`config.mk`:
```
export PLATFORM = sky130hd
export DESIGN_NAME = vfct_regs
export DESIGN_NICKNAME = d
export VERILOG_FILES = /design/src/vfct_pkg.sv /design/src/vfct_regs.sv
export SDC_FILE = /design/constraint.sdc
export NUM_CORES = 1
export LEC_CHECK = 0
export BUFFER_PORTS_ARGS = -buffer_cell sky130_fd_sc_hd__buf_2
export CAP_MARGIN = 10
export CORE_AREA = 2 2 201 203
export DETAILED_ROUTE_END_ITERATION = 8
export DIE_AREA = 0 0 203 205
export PLACE_DENSITY = 0.72
export SYNTH_ARGS = -nofsm -noshare
export SYNTH_HDL_FRONTEND = slang
export SYNTH_SLANG_ARGS = --single-unit
```
`constraint.sdc`:
```
create_clock -name clk -period 1.8 [get_ports clk]
set_input_delay 0.27 -clock clk [delete_from_list [all_inputs] [get_ports clk]]
set_output_delay 0.27 -clock clk [all_outputs]
set_load 0.02 [all_outputs]
```
`src/vfct_pkg.sv`:
```
// shared types and constants for the view frustum culling tests block
`timescale 1ns / 1ps

package vfct_pkg;

    localparam int PLANE_REGS = 6;
    localparam int NEAR_IDX   = 5;
    localparam int REG_W      = 64;
    localparam int MASK_W     = 6;
    localparam int ADDR_W     = 6;
    localparam int IDX_LSB    = 3;
    localparam int IDX_W      = 3;

    localparam logic [MASK_W-1:0] FULL_MASK = 6'h3f;

    typedef enum logic [1:0] {
        MODE_BOX      = 2'd0,
        MODE_SPHERE   = 2'd1,
        MODE_NEAR_PT  = 2'd2,
        MODE_NEAR_BOX = 2'd3
    } mode_t;

    typedef logic [PLANE_REGS-1:0][REG_W-1:0] plane_bank_t;

endpackage

```
`src/vfct_regs.sv`:
```
// plane coefficient registers behind the apb configuration port
`timescale 1ns / 1ps

module vfct_regs
    import vfct_pkg::*;
(
    input  logic              clk,
    input  logic              rst_n,
    input  logic              psel,
    input  logic              penable,
    input  logic              pwrite,
    input  logic [ADDR_W-1:0] paddr,
    input  logic [REG_W-1:0]  pwdata,
    output logic [REG_W-1:0]  prdata,
    output logic              pready,
    output plane_bank_t       planes
);

    plane_bank_t      plane_reg;
    logic [IDX_W-1:0] idx;
    logic             wr_en;

    assign pready = 1'b1;
    assign idx    = paddr[IDX_LSB +: IDX_W];
    assign wr_en  = psel && penable && pwrite && pready;
    assign planes = plane_reg;

    always_ff @(posedge clk or negedge rst_n)
    begin
        if (!rst_n)
        begin
            plane_reg <= '0;
        end
        else if (wr_en && ({1'b0, idx} < (IDX_W + 1)'(PLANE_REGS)))
        begin
            plane_reg[idx] <= pwdata;
        end
    end

    always_comb
    begin
        prdata = '0;
        if ({1'b0, idx} < (IDX_W + 1)'(PLANE_REGS))
        begin
            prdata = plane_reg[idx];
        end
    end

endmodule

```
==> flow_summary.yaml <==
sta:
  hold_violations: 0
  finalClockSkew_ps: 0
  drv_slew: 0
  tightestPinTransition_ps: 845
  fmax_mhz: 500
  min_period_ps: 2000
  setup_viol: 22
  relSlewSlack: 0.435
  finalWorstSetupSlack_ps: -199
  whs_ps: 33.9
  rsz0062_at_grt: "true"
  min_period_over_period: 1.11
routing:
  wl_per_cell_um: 23.8
  wirelength_mm: 58.7
  via_per_inst: 5.50
  ant_nets: 0
  drtIter0Drc: 726
  vias: 13572
  drc: 0
  drt-pass1-iter-count: 4
logic_synthesis:
  yosysTopAreaCell: "dfrtp_1"
  synth.net_count: 1282
  synth_top_area_frac: 0.533
  synth_area_leaders: "dfrtp_1 53%, mux2_2 16%, mux2_4 10%"
  avgSynthCellArea_um2: 14.9
  async_reset_ff_frac: 1.00
  yosysUniqueCellTypes: 25
  synth_commonest_cells: "384 x dfrtp_1, 251 x mux2_2, 170 x mux2i_1"
  synth_seq_area_share: 0.533
  synth_cells: 1207
  synth_seq_cells: 384
  yosysMostFrequentCell: "dfrtp_1"
  yosys_warnings: 0
  syn_area_um2: 18000
  ys.flop_type: "dfrtp_1"
  synth-edff-count: 0
worst_setup_path:
  end_kind: "primary output"
  critPathMaxStageDelay_ps: 430
  crit_family: "flip-flops"
  crit_fanout: 3
  critPathLaunchType: "flip-flop"
  cp.required_ps: 1530
  path_buf_inv: 1
  critPathSlowestCell: "dfrtp_2"
  arrival_ps: 1730
  path_cells: "mux2i_4, o21ai_2, a221o_1, buf_2"
  critical_path_class: "reg2out"
floorplan:
  die_area_um2: 41600
  start_util: 0.458
  dieHeight_um: 205
  io_pins: 524
  rows: 73
  fp.coreArea_um2: 39400
  die_w_um: 203
placement:
  place_hpwl_mm: 39.7
  pre_cts_ws_ps: -177
  place_inst: 2250
  gp_congestion: 0.857
  portBuffers: 519
outcome:
  status: "finished with violations"
  violations: "negative setup slack"
clock_tree:
  clock-sinks: 384
  insertion_delay_ps: 530
  clk_pin_slew_ps: 60
  cts_buffer_depth: 3
  cts-buffers-inserted: 41
  cts-htree-levels: 2
  root_buffer: "clkbuf_16"
  cts_tree: "yes"
global_routing:
  first_global_vias: 14071
  grt_remaining_overflow: 0
  antenna_found_initial: 2
  grtUsageTotal: 0.275
  grt_max_degree: 79
  grt_pass1_wl_mm: 86.9
pwr:
  pwr_density_cell_nw_per_um2: 1210
  power.total_mw: 29.5
  p_sw_frac: 0.343
  peakVddDrop_mv: 0.911
  p_sw_mw: 10.1
  p_comb_frac: 0.330
  p_clk_frac: 0.272
  p_seq_frac: 0.398
  p_leak_nw: 12.6
  intPower_mw: 19.4
cells_and_area:
  fillers: 3041
  drive_gt1_frac: 0.610
  utilization: 0.618
  multi_input_area_um2: 7840
  largest_register_ffs: 384
  final_nets: 1988
  syn2layout_area_growth_pct: 35.0
  final_cells: 2466
  regArea_um2: 9610
min_path:
  hold_path_class: "in2reg"
flow_run:
  maxCapViolCount: 0
[per-stage QoR]
step                      area, um^2  setup TNS [ps]
after floorplan                18000               0
after global placement         21700           -5190
after detailed placement       21700           -6620
after CTS                      23800           -3420
after global routing           24300           -5250
final                          24300           -2680
[path summary, 6_finish.rpt]
| check | startpoint | endpoint | slack (ps) | cells past startpoint |
|---|---|---|---|---|
| worst max-delay path | planes[34] | prdata[34] | -200 | 4 |
| worst min-delay path | pwdata[50] | planes[242] | 30 | 2 |
| worst max register to register | planes[121] | planes[121] | 750 | 3 |
| worst min register to register | planes[250] | planes[250] | 510 | 1 |
| max in group asynchronous | rst_n | planes[296] | 770 | 4 |
| min in group asynchronous | rst_n | planes[370] | 210 | 2 |
[power by group through the flow]
stage | clock network [mW] | logic (mW) | registers [mW]
after global placement | 0 | 8.40 | 11.9
after floorplan | 0 | 3.15 | 13.7
after global routing | 8.55 | 10.3 | 11.9
after CTS | 8.21 | 9.22 | 11.7
after detailed placement | 0 | 8.52 | 12.0
final | 8.04 | 9.73 | 11.8
[repair_timing]
| item | in CTS | in global routing |
|---|---|---|
| resized for setup | 50 | 60 |
| setup buffers | 66 | 59 |
| hold endpoints to repair | 201 | 0 |
| setup endpoints to repair | 49 | 63 |
| hold buffers | 20 | 0 |
| pin swaps | 14 | 35 |
| gates cloned | 0 | 0 |
[layer usage]
| metal | routed length, um | track usage | vias to the layer above |
|---|---|---|---|
| met5 | 0 | 0 | - |
| met2 | 29100 | 0.458 | 551 |
| met1 | 23300 | 0.338 | 7002 |
| met4 | 2520 | 0.139 | 0 |
| li1 | - | - | 5859 |
| met3 | 3820 | 0.0595 | 160 |
[layout by cell type, fill, tap and decap left out]
master | netlist | final
a221o_1 | 20 | 20
buf_12 | 12 | 35
buf_16 | 0 | 1
buf_2 | 39 | 492
buf_4 | 8 | 186
buf_6 | 8 | 13
buf_8 | 0 | 1
clkbuf_1 | 16 | 12
clkbuf_16 | 0 | 41
clkbuf_8 | 0 | 12
clkinv_2 | 0 | 4
conb_1 | 1 | 1
dfrtp_1 | 384 | 383
dfrtp_2 | 0 | 1
diode_2 | 0 | 2
dlygate4sd3_1 | 0 | 20
inv_1 | 1 | 1
mux2_1 | 15 | 15
mux2_2 | 251 | 251
mux2_4 | 120 | 120
mux2i_1 | 170 | 167
mux2i_2 | 0 | 2
mux2i_4 | 0 | 1
nand2b_4 | 0 | 2
nand3_1 | 20 | 20
nand4_4 | 1 | 1
nand4b_4 | 1 | 1
nor2_1 | 21 | 20
nor2_4 | 3 | 4
nor2_8 | 3 | 3
o21ai_0 | 64 | 12
o21ai_1 | 0 | 42
o21ai_2 | 0 | 10
o221a_4 | 0 | 1
o22a_1 | 43 | 43
or2_4 | 0 | 1
[layout make-up]
cell class	instances	area share
flip-flops and latches	384	0.395
multi-input cells	737	0.322
repair buffers	748	0.203
clock buffers	65	0.0508
well taps	525	0.0270
clock inverters	4	0.000823
diodes	2	0.000206
inverters	1	0.000154
[logic make-up (layout without fill, tap and decap cells)]
family | after synthesis | in the layout | synth area share
other | 1 | 3 | 0.000208
AND/OR/NAND/NOR | 52 | 52 | 0.0187
flip-flops | 384 | 384 | 0.533
buffers and inverters | 86 | 818 | 0.0365
multiplexers | 556 | 556 | 0.361
AO/OA/AOI/OAI | 128 | 128 | 0.0504
[worst register-to-register path, cell delays in order (launching register included)]
cell     delay, ps
dfrtp_1        400
buf_4          140
buf_4          140
mux2_4         260
Power figures use the tool's default switching activity.
