`config.mk`:
```
export PLATFORM = sky130hd
export DESIGN_NAME = vfct_lane
export DESIGN_NICKNAME = d
export VERILOG_FILES = /design/src/vfct_pkg.sv /design/src/vfct_lane.sv
export SDC_FILE = /design/constraint.sdc
export NUM_CORES = 2
export LEC_CHECK = 0
export ABC_AREA = 1
export BUFFER_PORTS_ARGS = -buffer_cell sky130_fd_sc_hd__buf_2
export CAP_MARGIN = 20
export CORE_MARGIN = 2
export CORE_UTILIZATION = 50
export DETAILED_ROUTE_END_ITERATION = 8
export GPL_ROUTABILITY_DRIVEN = 0
export PLACE_DENSITY = 0.78
export SYNTH_ARGS = -nofsm -noshare
export SYNTH_HDL_FRONTEND = slang
export SYNTH_SLANG_ARGS = --single-unit
```
`constraint.sdc`:
```
create_clock -name vclk -period 19.6
set_input_delay 0.98 -clock vclk [all_inputs]
set_output_delay 0.98 -clock vclk [all_outputs]
set_load 0.005 [all_outputs]
```
`src/vfct_pkg.sv`:
```
// shared types and constants for the view frustum culling tests block
`timescale 1ns / 1ps

package vfct_pkg;

    localparam int PLANE_REGS = 6;
    localparam int NEAR_IDX   = 5;
    localparam int REG_W      = 64;
    localparam int MASK_W     = 6;
    localparam int ADDR_W     = 6;
    localparam int IDX_LSB    = 3;
    localparam int IDX_W      = 3;

    localparam logic [MASK_W-1:0] FULL_MASK = 6'h3f;

    typedef enum logic [1:0] {
        MODE_BOX      = 2'd0,
        MODE_SPHERE   = 2'd1,
        MODE_NEAR_PT  = 2'd2,
        MODE_NEAR_BOX = 2'd3
    } mode_t;

    typedef logic [PLANE_REGS-1:0][REG_W-1:0] plane_bank_t;

endpackage

```
`src/vfct_lane.sv`:
```
// one plane evaluated against the current beat: operand select, products, sum, sign test
`timescale 1ns / 1ps

module vfct_lane
    import vfct_pkg::*;
#(
    parameter int COORD_BITS     = 20,
    parameter int COEF_FRAC_BITS = 12
)
(
    input  logic [REG_W-1:0]              plane,
    input  mode_t                         mode,
    input  logic signed [COORD_BITS-1:0]  ax,
    input  logic signed [COORD_BITS-1:0]  ay,
    input  logic signed [COORD_BITS-1:0]  az,
    input  logic signed [COORD_BITS-1:0]  bx,
    input  logic signed [COORD_BITS-1:0]  by,
    input  logic signed [COORD_BITS-1:0]  bz,
    input  logic [COORD_BITS-2:0]         radius,
    input  logic signed [COORD_BITS-1:0]  distance,
    output logic                          pass
);

    localparam int CW  = COEF_FRAC_BITS + 2;
    localparam int DW  = REG_W - 3 * CW;
    localparam int XW  = COORD_BITS + 1;
    localparam int PW  = CW + XW;
    localparam int MW  = (DW > COORD_BITS) ? DW : COORD_BITS;
    localparam int DTW = MW + 3;
    localparam int SW  = ((PW > DTW + COEF_FRAC_BITS) ? PW : DTW + COEF_FRAC_BITS) + 3;

    logic signed [CW-1:0]  coef_a, coef_b, coef_c;
    logic signed [DW-1:0]  coef_d;
    logic signed [XW-1:0]  ax_e, ay_e, az_e, bx_e, by_e, bz_e;
    logic signed [XW-1:0]  op_x, op_y, op_z;
    logic signed [DTW-1:0] d_e, rad_e, dist_e, dterm;
    logic signed [PW-1:0]  prod_x, prod_y, prod_z;
    logic signed [SW-1:0]  sum;

    assign coef_a = plane[CW-1:0];
    assign coef_b = plane[2*CW-1:CW];
    assign coef_c = plane[3*CW-1:2*CW];
    assign coef_d = plane[REG_W-1:3*CW];

    assign ax_e = XW'(ax);
    assign ay_e = XW'(ay);
    assign az_e = XW'(az);
    assign bx_e = XW'(bx);
    assign by_e = XW'(by);
    assign bz_e = XW'(bz);

    assign d_e    = DTW'(coef_d);
    assign rad_e  = DTW'(signed'({1'b0, radius}));
    assign dist_e = DTW'(distance);

    always_comb
    begin
        case (mode)
            MODE_BOX:
            begin
                // corner farthest along the plane normal
                op_x  = ((coef_a >= 0) == (bx >= ax)) ? bx_e : ax_e;
                op_y  = ((coef_b >= 0) == (by >= ay)) ? by_e : ay_e;
                op_z  = ((coef_c >= 0) == (bz >= az)) ? bz_e : az_e;
                dterm = d_e;
            end
            MODE_SPHERE:
            begin
                op_x  = ax_e;
                op_y  = ay_e;
                op_z  = az_e;
                dterm = d_e + rad_e;
            end
            MODE_NEAR_PT:
            begin
                op_x  = ax_e;
                op_y  = ay_e;
                op_z  = az_e;
                dterm = d_e;
            end
            MODE_NEAR_BOX:
            begin
                // doubled center against doubled threshold
                op_x  = ax_e + bx_e;
                op_y  = ay_e + by_e;
                op_z  = az_e + bz_e;
                dterm = (d_e <<< 1) - (dist_e <<< 1);
            end
            default:
            begin
                op_x  = ax_e;
                op_y  = ay_e;
                op_z  = az_e;
                dterm = d_e;
            end
        endcase
    end

    assign prod_x = PW'(coef_a) * op_x;
    assign prod_y = PW'(coef_b) * op_y;
    assign prod_z = PW'(coef_c) * op_z;

    assign sum = SW'(prod_x) + SW'(prod_y) + SW'(prod_z)
               + (SW'(dterm) <<< COEF_FRAC_BITS);

    always_comb
    begin
        case (mode)
            MODE_SPHERE, MODE_NEAR_BOX:
            begin
                pass = (sum > 0);
            end
            default:
            begin
                pass = (sum >= 0);
            end
        endcase
    end

endmodule
```
==> flow_summary.json <==
{
  "outcome": "finished, final reports clean",
  "dpl_cell_area_sq_mm": 0.0444,
  "io-pin-count": 226,
  "layout.nets": 6970,
  "multi_input_area_sq_mm": 0.0379,
  "synth-compound-area-share": 0.0680,
  "rows": 107,
  "maxCapViolations": 0,
  "synthCells": 5277,
  "synth_top_family_by_area": "adder cells",
  "setup_viol": 0,
  "synth.area.mux_share": 0,
  "yosys_warnings": 0,
  "cp.required_ns": 18.62,
  "crit_slowest_cell": "nand3_1",
  "start_util": 0.502,
  "core_sq_mm": 0.0849,
  "antenna_found_initial": 5,
  "ant_nets": 0,
  "drc": 0,
  "grtUsageTotal": 0.324,
  "critPathLaunchType": "primary input",
  "hpwl_mm": 121,
  "nFillCells": 7949,
  "netlist_area_sq_mm": 0.0426,
  "avgSynthCellArea_sq_um": 8.08,
  "dr.pass1.iters": 9,
  "die-area_sq_mm": 0.0876,
  "dpl.cell_count": 6488,
  "synth-seq-area-share": 0,
  "hold_class": "in2out",
  "drt_iter0_markers": 4130,
  "grt_max_degree": 56,
  "crit_type": "in2out",
  "max_clock_freq_mhz": 80.3,
  "synth_cell_types": 48,
  "hold_viol": 0,
  "worst-path-max-fanout": 55,
  "vias": 38274,
  "synth-adder-area-share": 0.593,
  "yosys.area_share.simple": 0.218,
  "vias_per_cell": 5.90,
  "cts_resized": 0,
  "timing.slew.headroom": 0.242,
  "die_h_um": 296,
  "min_period_over_period": 0.635,
  "numPortBuffers": 226,
  "min_period_ns": 12.45,
  "wl_per_cell_um": 21.3,
  "drive_gt1_frac": 0.0722,
  "syn_nets": 6901,
  "grt_pass1_wl_mm": 219,
  "wirelength_mm": 138,
  "postLayoutCellArea_sq_mm": 0.0444,
  "chipWidth_um": 296,
  "holdBufCountCts": 0,
  "seq_cell_count": 0,
  "drv_slew": 0,
  "cpMostUsedCell": "fa_1",
  "final_common_cell": "fa_1",
  "setup-tns-final_ns": 0,
  "grt_pass1_vias": 39520,
  "cts_setup_buffers": 0,
  "final_cell_count_no_fill": 6489,
  "area_growth_pct": 4.10,
  "cp-end-kind": "output port",
  "grt_setup_unrepaired": "no",
  "worst_pin_slew_ns": 1.13,
  "max_stage_delay_ns": 0.95,
  "synth_xor_area_frac": 0.00904,
  "gr-total-overflow": 0,
  "crit_arrival_ns": 11.47,
  "clock_buffers": 0,
  "regArea_sq_um": 0,
  "layout_common_cells": "fa_1, inv_1, nand2_1"
}
## critical path: cells and delay by family
family,cells,cell delay (ns)
buffers and inverters,6,1.64
xor gates and xnor gates,1,0.15
adders and majority gates,11,5.63
and+or+nand+nor,12,2.95
## cell families after synthesis
group,count (synthesis)
AOI/OAI and AO/OA,541
buffers and inverters,1198
adders and majority gates,1399
and+or+nand+nor,2095
xor gates and xnor gates,44
## through the flow
step / hold slack (ns) / utilization / setup WS [ns]
floorplan: 2.21 / - / 9.13
global placement: 2.60 / 0.523 / 7.39
detailed placement: 2.60 / 0.523 / 7.34
CTS: 2.60 / 0.523 / 7.24
global route: 2.67 / 0.523 / 6.47
finish: 2.59 / 0.523 / 7.15
## area by class of cell
type	instances	area share
Antenna cell	1	0.0000564
Inverter	1028	0.0869
Multi-Input combinational cell	4079	0.853
Tap cell	1144	0.0323
Timing Repair Buffer	237	0.0273
## worst paths after layout
kind / from / endpoint / slack, ns / cells past startpoint
worst min-delay path: mode[0] / pass / 2.59 / 6
worst max-delay path: mode[0] / pass / 7.15 / 30
## routing by layer
layer / share of wire / vias to the layer above / global-route usage
met5: 0.000087 / - / 0
met4: 0.070 / 2 / 0.175
met3: 0.12 / 563 / 0.0722
met2: 0.44 / 2625 / 0.510
met1: 0.36 / 18664 / 0.418
li1: - / 16420 / -
## synthesized netlist by cell type, drive strengths merged (3+ instances only)
library cell | number | area [sq um]
xor2 | 27 | 236
a21oi | 317 | 1590
a221o | 3 | 30.0
a31oi | 8 | 50.1
nor2 | 634 | 2410
a22oi | 5 | 37.5
o31ai | 4 | 30.0
nor4 | 10 | 68.8
nand3b | 7 | 52.6
a21o | 10 | 75.1
nor3 | 39 | 210
inv | 1020 | 3830
o21a | 3 | 22.5
ha | 363 | 4540
a22o | 4 | 35.0
o211ai | 4 | 30.0
buf | 75 | 558
o21bai | 19 | 143
o21ai | 155 | 791
nand2 | 787 | 3080
xnor2 | 17 | 149
and2 | 3 | 18.8
nand4 | 40 | 256
fa | 1036 | 20700
a21boi | 6 | 45.1
clkbuf | 95 | 357
nand3 | 560 | 3100
clkinv | 8 | 30.0
or2 | 12 | 75.1
Power is left out: the tool's default activity adds up to more than one toggle a clock period on the data nets, which glitch-free logic cannot reach.
